<file path="src/knck_pkg.sv">
// Shared types and constants of the k-nearest candidate keeper.
`default_nettype none

package knck_pkg;

  localparam int WANT_W      = 7;
  localparam int COUNT_OUT_W = 7;
  localparam int CFG_DATA_W  = 32;
  localparam int CFG_ADDR_W  = 3;

  localparam logic [WANT_W-1:0]     WANTED_RST = 7'd50;
  localparam logic [CFG_DATA_W-1:0] RADIUS_RST = 32'hFFFF_FFFF;

  localparam logic REG_WANTED = 1'b0;
  localparam logic REG_RADIUS = 1'b1;

  typedef enum logic [1:0] {
    S_IDLE,
    S_EXEC,
    S_CLEAR,
    S_DRAIN
  } state_t;

  typedef struct packed {
    logic load_in;
    logic exec;
    logic clear;
    logic shift;
    logic emit_item;
    logic emit_empty;
    logic emit_entry;
  } cmd_t;

  typedef struct packed {
    logic out_free;
    logic hold_eoq;
    logic count_zero;
    logic aligned;
    logic last_entry;
  } status_t;

  typedef struct packed {
    logic                  wr_wanted;
    logic                  wr_radius;
    logic [CFG_DATA_W-1:0] data;
  } cfg_wr_t;

endpackage

`default_nettype wire

</file>
<file path="src/knck_ctrl.sv">
// Sequencer of the keeper: input capture, insert, clear and drain steps.
`default_nettype none

module knck_ctrl (
  input  wire logic             clk,
  input  wire logic             rst_n,
  input  wire logic             in_tvalid,
  output logic                  in_tready,
  input  wire knck_pkg::status_t sts,
  output knck_pkg::cmd_t        cmd
);

  knck_pkg::state_t state_r;
  knck_pkg::state_t state_nxt;

  always_ff @(posedge clk) begin
    if (!rst_n) begin
      state_r <= knck_pkg::S_IDLE;
    end else begin
      state_r <= state_nxt;
    end
  end

  always_comb begin
    state_nxt = state_r;
    unique case (state_r)
      knck_pkg::S_IDLE: begin
        if (in_tvalid) state_nxt = knck_pkg::S_EXEC;
      end
      knck_pkg::S_EXEC: begin
        if (sts.hold_eoq) begin
          state_nxt = knck_pkg::S_CLEAR;
        end else if (sts.out_free) begin
          state_nxt = knck_pkg::S_IDLE;
        end
      end
      knck_pkg::S_CLEAR: begin
        if (!sts.count_zero) begin
          state_nxt = knck_pkg::S_DRAIN;
        end else if (sts.out_free) begin
          state_nxt = knck_pkg::S_IDLE;
        end
      end
      knck_pkg::S_DRAIN: begin
        if (sts.aligned && sts.out_free && sts.last_entry) state_nxt = knck_pkg::S_IDLE;
      end
      default: state_nxt = knck_pkg::S_IDLE;
    endcase
  end

  always_comb begin
    cmd       = '0;
    in_tready = 1'b0;
    unique case (state_r)
      knck_pkg::S_IDLE: begin
        in_tready   = 1'b1;
        cmd.load_in = in_tvalid;
      end
      knck_pkg::S_EXEC: begin
        if (sts.hold_eoq) begin
          cmd.exec = 1'b1;
        end else if (sts.out_free) begin
          cmd.exec      = 1'b1;
          cmd.emit_item = 1'b1;
        end
      end
      knck_pkg::S_CLEAR: begin
        if (!sts.count_zero) begin
          cmd.clear = 1'b1;
        end else if (sts.out_free) begin
          cmd.clear      = 1'b1;
          cmd.emit_empty = 1'b1;
        end
      end
      knck_pkg::S_DRAIN: begin
        if (!sts.aligned) begin
          cmd.shift = 1'b1;
        end else if (sts.out_free) begin
          cmd.shift      = 1'b1;
          cmd.emit_entry = 1'b1;
        end
      end
      default: begin
        cmd       = '0;
        in_tready = 1'b0;
      end
    endcase
  end

endmodule

`default_nettype wire

</file>
<file path="config.mk">
export PLATFORM = sky130hd
export DESIGN_NAME = knck_ctrl
export DESIGN_NICKNAME = d
export VERILOG_FILES = /design/src/knck_pkg.sv /design/src/knck_ctrl.sv
export SDC_FILE = /design/constraint.sdc
export NUM_CORES = 1
export LEC_CHECK = 0
export ABC_AREA = 1
export ABC_CLOCK_PERIOD_IN_PS = 800
export BUFFER_PORTS_ARGS = -buffer_cell sky130_fd_sc_hd__buf_4
export CELL_PAD_IN_SITES_DETAIL_PLACEMENT = 0
export CELL_PAD_IN_SITES_GLOBAL_PLACEMENT = 1
export CORE_AREA = 2 2 39 41
export CTS_CLUSTER_SIZE = 25
export DETAILED_ROUTE_END_ITERATION = 10
export DIE_AREA = 0 0 41 43
export PLACE_DENSITY = 0.64
export SYNTH_ARGS = -nofsm -noshare
export SYNTH_HDL_FRONTEND = slang
export SYNTH_SLANG_ARGS = --single-unit
</file>
<file path="constraint.sdc">
create_clock -name clk -period 0.8 [get_ports clk]
set_input_delay 0.16 -clock clk [delete_from_list [all_inputs] [get_ports clk]]
set_output_delay 0.16 -clock clk [all_outputs]
set_load 0.05 [all_outputs]
</file>
Word-level counts from Yosys, hierarchy flattened
Cells that the tools add are included.
{ "classes": {"mux": 21, "n_reduce_logical": 4, "n_eq_ne": 5} }
{ "op_table": {"columns": ["cell", "n"], "rows": [
  ["$mux 1", 15],
  ["$mux 2", 5],
  ["$pmux 2 s4", 1],
  ["$eq 2x2->1 const B", 2],
  ["$ne 2x2->1 const B", 2],
  ["$eq 2x1->1 const B", 1],
  ["$logic_and 1x1->1", 2],
  ["$logic_not 2->1", 1],
  ["$reduce_and 2->1", 1]
]} }
{ "totals": {"wordCells": 31, "output_inout_bits": 8, "reg_bits": 2} }

Depth between registers and ports, before layout
Gate-level depths: netlist (run 1).
{ "logic_depth": {"ltp_word": 4, "depth_mapped": 6} }

Least setup slack after synthesis (run 1)
Ideal clock, no wire load.
{ "synth_path": {"path_kind": "register to output", "from": "register state_r[1]", "to": "output cmd[1] in the netlist's numbering", "arrival_ns": 1.639, "required_ns": 0.640, "stages_incl_launch_ff": 5, "path_slack_ns": -0.999, "path_cell_list": "dfxtp_1 inv_2 nor2_2 inv_1 nor3_1"} }
{ "synth_lines": {"columns": ["item", "line_no", "text"], "rows": [
  ["from (decl)", "knck_ctrl.sv:13", "knck_pkg::state_t state_r;"],
  ["from (signal assigned)", "knck_ctrl.sv:18", "state_r <= knck_pkg::S_IDLE;"],
  ["from (signal assigned)", "knck_ctrl.sv:20", "state_r <= state_nxt;"],
  ["to (decl)", "knck_ctrl.sv:10", "output knck_pkg::cmd_t cmd"]
]} }

==> out/metrics.csv, run 1 <==
metric;value;unit
dieArea;1760;um2
gpl.final_weighted_congestion;0.697;
insertedDiodeCount;0;
synth_top_family_by_area;simple AND/OR/NAND/NOR gates;
cpLargestDelayFamily;flip-flops;
setup-violations-final;10;
cts_hold_repair.buffers;0;
grt_antenna_before_repair;0;
mappedNetlistArea;180;um2
crit_fanout;4;
tightestPinTransition;276;ps
status;finished, violations left;
critical_path.endpoint_type;output port;
synthCells;33;
area_growth;186;%
max_ffs_per_register;2;
detailroute.via_count;294;
grt_max_degree;7;
cp.buffers_inverters;3;
std_cell_rows;14;
dpl.hpwl;495;um
drt-vias-per-instance;4.08;
clock_insertion_delay_worst_skew;220;ps
timing.setup.critical_path_class;register to output port;
clkSlewWorstSetupHoldPaths;30;ps
reg2reg_slack;-200;ps
synth_cell_type_count;12;
cts.sink_count;2;
synth_area_in_adders;0;%
critPathCapture;cmd[1];
timing.critical_path.depth;5;
cts_max_path_buffers;2;
critical_path.reg2reg.endpoint;state_r[1]$_SDFFE_PN0P_;
power_density;1550;nW/um2
wire_length_of_the_first_global_routing_pass;972;um
clock_skew;5.81;ps
critical_path_arrival;1070;ps
track_usage;8.53;%
cts.htree.levels;1;
hold_viol;0;
max_clock_freq;811;MHz
crit_start;state_r[1]$_SDFFE_PN0P_;
p_total;0.798;mW
synth_seq_area_share;22.2;%
reg2reg_depth;7;
tritoncts;yes;
largest_registers;state_r x2;
syn-mean-instance-area;5.46;um2
final_critical_path_setup_slack;-434;ps
cp_slowest_stage_delay;370;ps
final_layout_size_suffix_gt1_share;66.1;%
final_core_utilization;37.3;%
vdd_drop_max;0.867;mV
crit_path_top_delay_cell;sky130_fd_sc_hd__dfxtp_4;
drv_slew;0;
numCtsBuffers;3;
yosys_warnings;0;
totalNegativeSetupSlack;-3590;ps
setup.worst_path.start_class;register;
static_leakage;0.230;nW
number_of_storage_elements_in_the_synthesis_netlist;2;
muxShareOfSynthArea;0;%
initial_core_util;13.0;%
area_fraction_in_compound_gates_after_synthesis;16.7;%
drt_pass1_iterations;1;
overflow;0;
worst-endpoint-required;640;ps
finalWorstPathRequiredPeriod;1230;ps
clock_tree.root_cell;sky130_fd_sc_hd__clkbuf_4;
dpl.cell_count;66;
xor_and_xnor_fraction_of_the_mapped_netlist_area;0;%
die_w;41;um
design.portCount;16;
period_share;154;%
dr.first_iter.drc_count;0;
wl_per_cell;8.97;um
registers.top_by_ff_count;state_r;
number_of_nets_in_the_finished_design;65;
ant_nets;0;
postRouteWirelength;646;um
reg2reg_from;state_r[1]$_SDFFE_PN0P_;
coreArea;1380;um2
synth_simple_gate_area_share;42.4;%
die-height;43;um
syn_nets;41;
grt_pass1_vias;260;
cp_cell_sequence;inv_6 > nor2_4 > inv_2 > nor3_4 > buf_6;
maxSlewHeadroom;81.5;%
timing.hold.worst.class;primary input to register;
violations;setup timing;
grt_setup_unrepaired;true;
drcViolationCount;0;
port-buffer-count;15;
final-instance-count-excl-fill;72;
maxCapViolations;0;
cells by family (layout without fill, tap and decap cells):
| family | count (synthesis) | after routing |
|---|---|---|
| compound gates | 6 | 6 |
| simple gates | 17 | 17 |
| flops | 2 | 2 |
| buf+inv | 8 | 31 |
where the power goes:
group | internal [mW] | switching (mW) | total [mW]
logic | 0.175 | 0.238 | 0.414
clock network | 0.185 | 0.0589 | 0.244
registers | 0.114 | 0.0258 | 0.140
worst reg2reg max path: cells and delay by family, from the launching register on:
kind / cells / cell delay (ps)
flops: 1 / 370
buf+inv: 4 / 320
simple gates: 3 / 200
worst min-delay path by stage:
stage	endpoint	cells after the start	slack, ps	from
after floorplan	state_r[1]$_SDFFE_PN0P_	2	260	rst_n
after global placement	state_r[1]$_SDFFE_PN0P_	3	360	rst_n
after detailed placement	state_r[1]$_SDFFE_PN0P_	3	360	rst_n
after CTS	state_r[1]$_SDFFE_PN0P_	3	120	rst_n
after global routing	state_r[1]$_SDFFE_PN0P_	3	140	rst_n
final	state_r[1]$_SDFFE_PN0P_	3	130	rst_n
per-stage QoR:
stage               hold WS, ps  worst slack, ps  instance area [um2]
floorplan                   257             -414                  258
global placement            360             -298                  402
detailed placement          359             -310                  402
CTS                         121             -437                  478
global route                143             -507                  515
finish                      128             -434                  515
Yosys cell counts (all sizes together):
library cell | count | share of area, %
dfxtp | 2 | 22
o21ai | 3 | 8.3
nand3 | 6 | 17
nor2 | 5 | 12
nand2 | 4 | 8.3
inv | 7 | 15
buf | 1 | 4.2
a21oi | 3 | 8.3
nor3 | 2 | 5.6
per-layer routing:
| layer | track usage, % | up-vias | share of wire (%) |
|---|---|---|---|
| met5 | 0 | - | 0 |
| met2 | 10.6 | 11 | 50 |
| met4 | 6.00 | 0 | 0.93 |
| met1 | 11.5 | 128 | 43 |
| met3 | 3.14 | 2 | 6.2 |
| li1 | - | 153 | - |
final cells by class:
class / count / area (um2)
Multi-Input combinational cell: 23 / 199
Inverter: 7 / 31.3
Clock buffer: 4 / 26.3
Sequential cell: 2 / 47.5
Tap cell: 16 / 20.0
Timing Repair Buffer: 20 / 191
Fill cell: 166 / 868
cell usage in the layout, fill, tap and decap left out, types with 3 or more instances in the layout:
cell,count
sky130_fd_sc_hd__buf_6,7
sky130_fd_sc_hd__clkbuf_4,3
sky130_fd_sc_hd__nor2_4,5
sky130_fd_sc_hd__inv_1,5
sky130_fd_sc_hd__nand3_1,5
sky130_fd_sc_hd__o21ai_1,3
sky130_fd_sc_hd__nand2_1,4
sky130_fd_sc_hd__buf_4,11
what timing repair did:
action | 4_1_cts | 5_1_grt
resized for setup | 15 | 6
pin swaps | 2 | 1
setup endpoints to repair | 10 | 10
buffers inserted | 0 | 2
hold endpoints to repair | 0 | 0
No activity file was read; power rests on OpenSTA's default activity.
==> inputs of run 2 (changes only) <==
--- a/config.mk
+++ b/config.mk
@@ -11,6 +11,7 @@
 export CELL_PAD_IN_SITES_DETAIL_PLACEMENT = 0
 export CELL_PAD_IN_SITES_GLOBAL_PLACEMENT = 1
 export CORE_AREA = 2 2 39 41
+export CTS_BUF_LIST = sky130_fd_sc_hd__clkbuf_2
 export CTS_CLUSTER_SIZE = 25
 export DETAILED_ROUTE_END_ITERATION = 10
 export DIE_AREA = 0 0 41 43
==> run 2 against run 1 <==
Effect of this change:
- the run still ends with setup timing left
- cell count rose by 1.4%
- cell area did not move
- sequential power barely moved
- sequential share of layout area did not move
- clock power fell by 23%
- critical path depth did not move
- non-clock buffer count rose by 1
- core utilization did not move
- fmax rose by 2.7%
- register-to-register slack barely moved
- global-route usage did not move
- setup slack improved by 33 ps
==> out/metrics.csv, run 2 (synthesis results as in run 1) <==
metric;value;unit;change
initial_core_util;13.0;%;unchanged
reg2reg_slack;-200;ps;about the same
detailroute.via_count;296;;+0.68%
final_core_utilization;37.3;%;unchanged
power.switching_fraction;43.5;%;+3.0 points
finalWorstPathRequiredPeriod;1200;ps;-32.9 ps
cp_slowest_stage_delay;370;ps;about the same
dpl.hpwl;495;um;unchanged
clkSlewWorstSetupHoldPaths;40;ps;about the same
registers.top_by_ff_count;state_r;;
timing.setup.critical_path_class;register to output port;;
die-height;43;um;unchanged
power_density;1440;nW/um2;-6.8%
ant_nets;0;;unchanged
drt-vias-per-instance;4.05;;-0.70%
grt_antenna_before_repair;0;;unchanged
tritoncts;yes;;
clock_skew;10.7;ps;+4.85 ps
final_critical_path_setup_slack;-401;ps;+32.9 ps
layout_commonest_cell;sky130_fd_sc_hd__buf_4;;
dr.first_iter.drc_count;3;;+3
critical_path.endpoint_type;output port;;
max_ffs_per_register;2;;unchanged
overflow;0;;unchanged
power.share.clock;25.5;%;-5.1 points
clock_insertion_delay_worst_skew;190;ps;-30 ps
std_cell_rows;14;;unchanged
critical_path.reg2reg.endpoint;state_r[1]$_SDFFE_PN0P_;;
post_detailed_placement_cell_area;402;um2;unchanged
drt_pass1_iterations;2;;+1
worst_hold_path_cell_count;3;;unchanged
dieArea;1760;um2;unchanged
numCtsBuffers;3;;unchanged
grt_pass1_vias;260;;unchanged
hold_viol;0;;unchanged
grt_setup_unrepaired;true;;
power.share.combinational;55.2;%;+3.3 points
design.portCount;16;;unchanged
multi_input_comb_area;201;um2;+1.3%
die_w;41;um;unchanged
largest_registers;state_r x2;;
cp.buffers_inverters;3;;unchanged
crit_path_top_delay_cell;sky130_fd_sc_hd__dfxtp_4;;
netSwitchingPower;0.323;mW;+0.11%
period_share;150;%;-4.1 points
cts.sink_count;2;;unchanged
reg2reg_from;state_r[1]$_SDFFE_PN0P_;;
gpl.final_weighted_congestion;0.697;;unchanged
maxSlewHeadroom;80.7;%;-0.83 points
setup.worst_path.start_class;register;;
cts.htree.levels;1;;unchanged
cp_cell_sequence;inv_6 > nor2_4 > inv_2 > nor3_4 > buf_6;;
totalNegativeSetupSlack;-3330;ps;+258 ps
reg2reg_depth;7;;unchanged
drv_slew;0;;unchanged
violations;setup timing;;
final-instance-count-excl-fill;73;;+1.4%
intPower;0.420;mW;-12%
place_ws;-310;ps;unchanged
status;finished, violations left;;
port-buffer-count;15;;unchanged
hold_ws;160;ps;+31.9 ps
p_total;0.743;mW;-6.8%
vdd_drop_max;0.736;mV;-15%
worst-endpoint-required;640;ps;about the same
mostFrequentLayoutCells;12 x sky130_fd_sc_hd__buf_4, 8 x sky130_fd_sc_hd__buf_6, 5 x sky130_fd_sc_hd__inv_1, 5 x sky130_fd_sc_hd__nand3_1;;
coreArea;1380;um2;unchanged
setup-violations-final;10;;unchanged
final_layout_size_suffix_gt1_share;70.2;%;+4.1 points
area_growth;186;%;unchanged
p_seq_share;19.3;%;+1.8 points
grt_max_degree;7;;unchanged
wire_length_of_the_first_global_routing_pass;972;um;unchanged
cts_hold_repair.buffers;0;;unchanged
worstHoldStart;rst_n;;
cpLargestDelayFamily;flip-flops;;
insertedDiodeCount;0;;unchanged
crit_fanout;4;;unchanged
drcViolationCount;0;;unchanged
timing.critical_path.depth;5;;unchanged
maxCapViolations;0;;unchanged
layout.cell_area.non_filler;515;um2;unchanged
ff_latch_area;47.5;um2;unchanged
max_clock_freq;833;MHz;+2.7%
cts_max_path_buffers;2;;unchanged
wl_per_cell;8.86;um;-1.2%
layout.filler_cells;162;;-2.4%
critical_path_arrival;1040;ps;-30 ps
track_usage;8.53;%;unchanged
clock_tree.root_cell;sky130_fd_sc_hd__clkbuf_2;;
dpl.cell_count;66;;unchanged
postRouteWirelength;647;um;+0.15%
whs_endpoint;state_r[1]$_SDFFE_PN0P_;;
timing.hold.worst.class;primary input to register;;
tightestPinTransition;290;ps;+14.0 ps
static_leakage;0.247;nW;+7.4%
number_of_nets_in_the_finished_design;66;;+1.5%
run 2: worst max path at each step:
stage                                  startpoint      to  slack (ps)
final                     state_r[1]$_SDFFE_PN0P_  cmd[1]        -400
after global routing      state_r[1]$_SDFFE_PN0P_  cmd[1]        -480
after CTS                 state_r[1]$_SDFFE_PN0P_  cmd[1]        -410
after detailed placement  state_r[0]$_SDFFE_PN0P_  cmd[3]        -310
after global placement    state_r[0]$_SDFFE_PN0P_  cmd[3]        -300
after floorplan           state_r[0]$_SDFFE_PN0P_  cmd[1]        -410
run 2: cell type report:
| type | count | area share, % |
|---|---|---|
| Inverter | 7 | 6.07 |
| Timing Repair Buffer | 21 | 37.9 |
| Multi-Input combinational cell | 23 | 39.1 |
| Tap cell | 16 | 3.88 |
| Clock buffer | 4 | 3.88 |
| Sequential cell | 2 | 9.22 |
run 2: timing repair:
item                                    in CTS  in global routing
gates resized for setup                     14                  6
endpoints found under the setup margin      10                 10
pin swaps                                    3                  0
setup buffers                                0                  3
run 2: metal layers:
metal | up-vias | track usage (%) | part of all wire (%)
met5 | - | 0 | 0
met4 | 0 | 6.00 | 0.93
met3 | 2 | 3.14 | 5.4
met2 | 11 | 10.6 | 50
met1 | 129 | 11.5 | 44
li1 | 154 | - | -
run 2: power groups by stage:
stage / combinational [mW] / clock (mW) / sequential [mW]
after floorplan: 0.236 / 0 / 0.126
after global placement: 0.335 / 0 / 0.131
final: 0.411 / 0.189 / 0.143
after global routing: 0.434 / 0.215 / 0.147
after CTS: 0.375 / 0.198 / 0.135
after detailed placement: 0.334 / 0 / 0.131
run 2: worst register-to-register path: stages (launching register included):
cell and delay [ps]:
sky130_fd_sc_hd__dfxtp_4 370, sky130_fd_sc_hd__inv_6 40, sky130_fd_sc_hd__buf_4 130, sky130_fd_sc_hd__buf_4 120, sky130_fd_sc_hd__nand3_1 50, sky130_fd_sc_hd__nand3_1 80
sky130_fd_sc_hd__nand2_1 70, sky130_fd_sc_hd__inv_1 30
==> inputs of run 3 (changes only) <==
--- a/config.mk
+++ b/config.mk
@@ -7,7 +7,6 @@
 export LEC_CHECK = 0
 export ABC_AREA = 1
 export ABC_CLOCK_PERIOD_IN_PS = 800
-export BUFFER_PORTS_ARGS = -buffer_cell sky130_fd_sc_hd__buf_4
 export CELL_PAD_IN_SITES_DETAIL_PLACEMENT = 0
 export CELL_PAD_IN_SITES_GLOBAL_PLACEMENT = 1
 export CORE_AREA = 2 2 39 41
@@ -15,7 +14,8 @@
 export CTS_CLUSTER_SIZE = 25
 export DETAILED_ROUTE_END_ITERATION = 10
 export DIE_AREA = 0 0 41 43
-export PLACE_DENSITY = 0.64
+export DONT_BUFFER_PORTS = 1
+export PLACE_DENSITY = 0.46
 export SYNTH_ARGS = -nofsm -noshare
 export SYNTH_HDL_FRONTEND = slang
 export SYNTH_SLANG_ARGS = --single-unit
==> run 3 against run 2 <==
Effect of this change:
- via count shrank 16%
- clock skew down 2.6 ps
- die area is the same
- combinational power down 8.3%
- routed wire length fell by 8.3%
- critical path type unchanged
- clock-buffer cell count unchanged
- the flow still finishes with violations (setup timing)
==> out/metrics.csv, run 3 (synthesis results as in run 1) <==
metric;value;unit;change
detailroute.wirelength.met2;311;um;-3.1%
postRouteWirelength;593;um;-8.3%
largest_registers;state_r x2;;
final_layout_size_suffix_gt1_share;60.9;%;-9.3 points
worst-endpoint-required;640;ps;about the same
reg2reg_from;state_r[1]$_SDFFE_PN0P_;;
maxSlewHeadroom;80.9;%;+0.21 points
highest_layer;met3;;
timing.setup.critical_path_class;register to output port;;
p_total;0.717;mW;-3.6%
wl_per_cell;9.56;um;+7.9%
worstHoldStart;rst_n;;
grt_pass1_vias;268;;+3.1%
tightestPinTransition;287;ps;-3.19 ps
max_clock_freq;816;MHz;-2.0%
die-height;43;um;unchanged
clock_skew;8.07;ps;-2.59 ps
tritoncts;yes;;
critical_path.endpoint_type;output port;;
final_critical_path_setup_slack;-425;ps;-24.2 ps
cpLargestDelayFamily;flip-flops;;
dr.first_iter.drc_count;3;;unchanged
design.portCount;16;;unchanged
crit_fanout;4;;unchanged
cts.sink_count;2;;unchanged
grt_antenna_before_repair;0;;unchanged
number_of_nets_in_the_finished_design;55;;-17%
drv_slew;0;;unchanged
max_ffs_per_register;2;;unchanged
power_density;1510;nW/um2;+4.5%
met3_wirelength;56;um;+60%
vdd_drop_max;0.639;mV;-13%
track_usage;9.04;%;+0.51 points
status;finished, violations left;;
insertedDiodeCount;0;;unchanged
crit_start;state_r[1]$_SDFFE_PN0P_;;
wire_length_of_the_first_global_routing_pass;1050;um;+7.8%
area_growth;164;%;
detailroute.via_count;249;;-16%
maxCapViolations;0;;unchanged
drcViolationCount;0;;unchanged
cp.buffers_inverters;3;;unchanged
cp_cell_sequence;inv_4 > nor2_4 > inv_2 > nor3_4 > buf_12;;
critical_path_arrival;1070;ps;+30 ps
setup-violations-final;10;;unchanged
final_core_utilization;34.4;%;-2.9 points
die_w;41;um;unchanged
port-buffer-count;0;;-15
mostFrequentLayoutCells;7 x sky130_fd_sc_hd__buf_12, 6 x sky130_fd_sc_hd__nand3_1, 5 x sky130_fd_sc_hd__nor2_4, 5 x sky130_fd_sc_hd__inv_1, 4 x sky130_fd_sc_hd__clkbuf_2;;
initial_core_util;13.0;%;unchanged
clock_tree.root_cell;sky130_fd_sc_hd__clkbuf_2;;
static_leakage;0.196;nW;-21%
totalNegativeSetupSlack;-3090;ps;+242 ps
cp_slowest_stage_delay;370;ps;about the same
crit_path_top_delay_cell;sky130_fd_sc_hd__dfxtp_4;;
violations;setup timing;;
clock_insertion_delay_worst_skew;200;ps;about the same
ant_nets;0;;unchanged
std_cell_rows;14;;unchanged
gpl.final_weighted_congestion;0.624;;-10%
cts_hold_repair.buffers;0;;unchanged
dieArea;1760;um2;unchanged
finalWorstPathRequiredPeriod;1230;ps;+24.2 ps
dpl.hpwl;508;um;+2.6%
routedLengthMet1;225;um;-21%
layout_commonest_cell;sky130_fd_sc_hd__buf_12;;
drt_pass1_iterations;4;;+2
cts.htree.levels;1;;unchanged
grt_setup_unrepaired;true;;
clkSlewWorstSetupHoldPaths;40;ps;about the same
timing.hold.worst.class;primary input to register;;
grt_max_degree;9;;+2
hold_ws;59.9;ps;-99.6 ps
registers.top_by_ff_count;state_r;;
overflow;0;;unchanged
coreArea;1380;um2;unchanged
drt-vias-per-instance;4.02;;-0.95%
setup.worst_path.start_class;register;;
place_ws;-353;ps;-42.3 ps
numCtsBuffers;3;;unchanged
hold_viol;0;;unchanged
period_share;153;%;+3.0 points
cts_max_path_buffers;2;;unchanged
run 3: power by group:
group	switching (mW)	internal [mW]	total, mW
clock	0.0688	0.131	0.200
combinational	0.215	0.162	0.377
sequential	0.0253	0.114	0.139
run 3: layout make-up:
type	count	area, um2
clock buffer	4	20.0
fill	146	908
inverter	7	28.8
multi-input combinational	23	189
sequential	2	47.5
tap	16	20.0
timing repair buffer	10	170
run 3: path summary, 6_finish.rpt:
| path | end | slack (ps) | depth (start not counted) |
|---|---|---|---|
| worst min register to register | state_r[0]$_SDFFE_PN0P_ | 570 | 2 |
| worst max register to register | state_r[0]$_SDFFE_PN0P_ | -140 | 5 |
| worst max-delay path | cmd[1] | -430 | 5 |
| worst min-delay path | state_r[1]$_SDFFE_PN0P_ | 60 | 2 |
run 3: what timing repair did:
action | CTS | global route
setup buffers | 0 | 0
setup endpoints to repair | 10 | 10
hold endpoints to repair | 0 | 0
gates resized for setup | 9 | 0
pin swaps | 2 | 1
run 3: worst register-to-register path, delay by kind of cell, from the launching register on:
kind            cells  cell delay (ps)
flops               1              350
buf+inv             1              160
simple gates        3              260
compound gates      1               60
run 3: metrics by stage:
| step | area, um2 | cells |
|---|---|---|
| 2_1_floorplan | 258 | 33 |
| 3_3_place_gp | 429 | 58 |
| 3_5_place_dp | 429 | 58 |
| 4_1_cts | 475 | 62 |
| 5_1_grt | 475 | 62 |
| 6_report | 475 | 62 |
run 3: metal layers:
layer  vias to the layer above  global-route usage, %
met5                         -                      0
met4                         0                   6.00
met3                         0                   5.24
met2                        10                   13.1
met1                       106                   9.32
li1                        133                      -
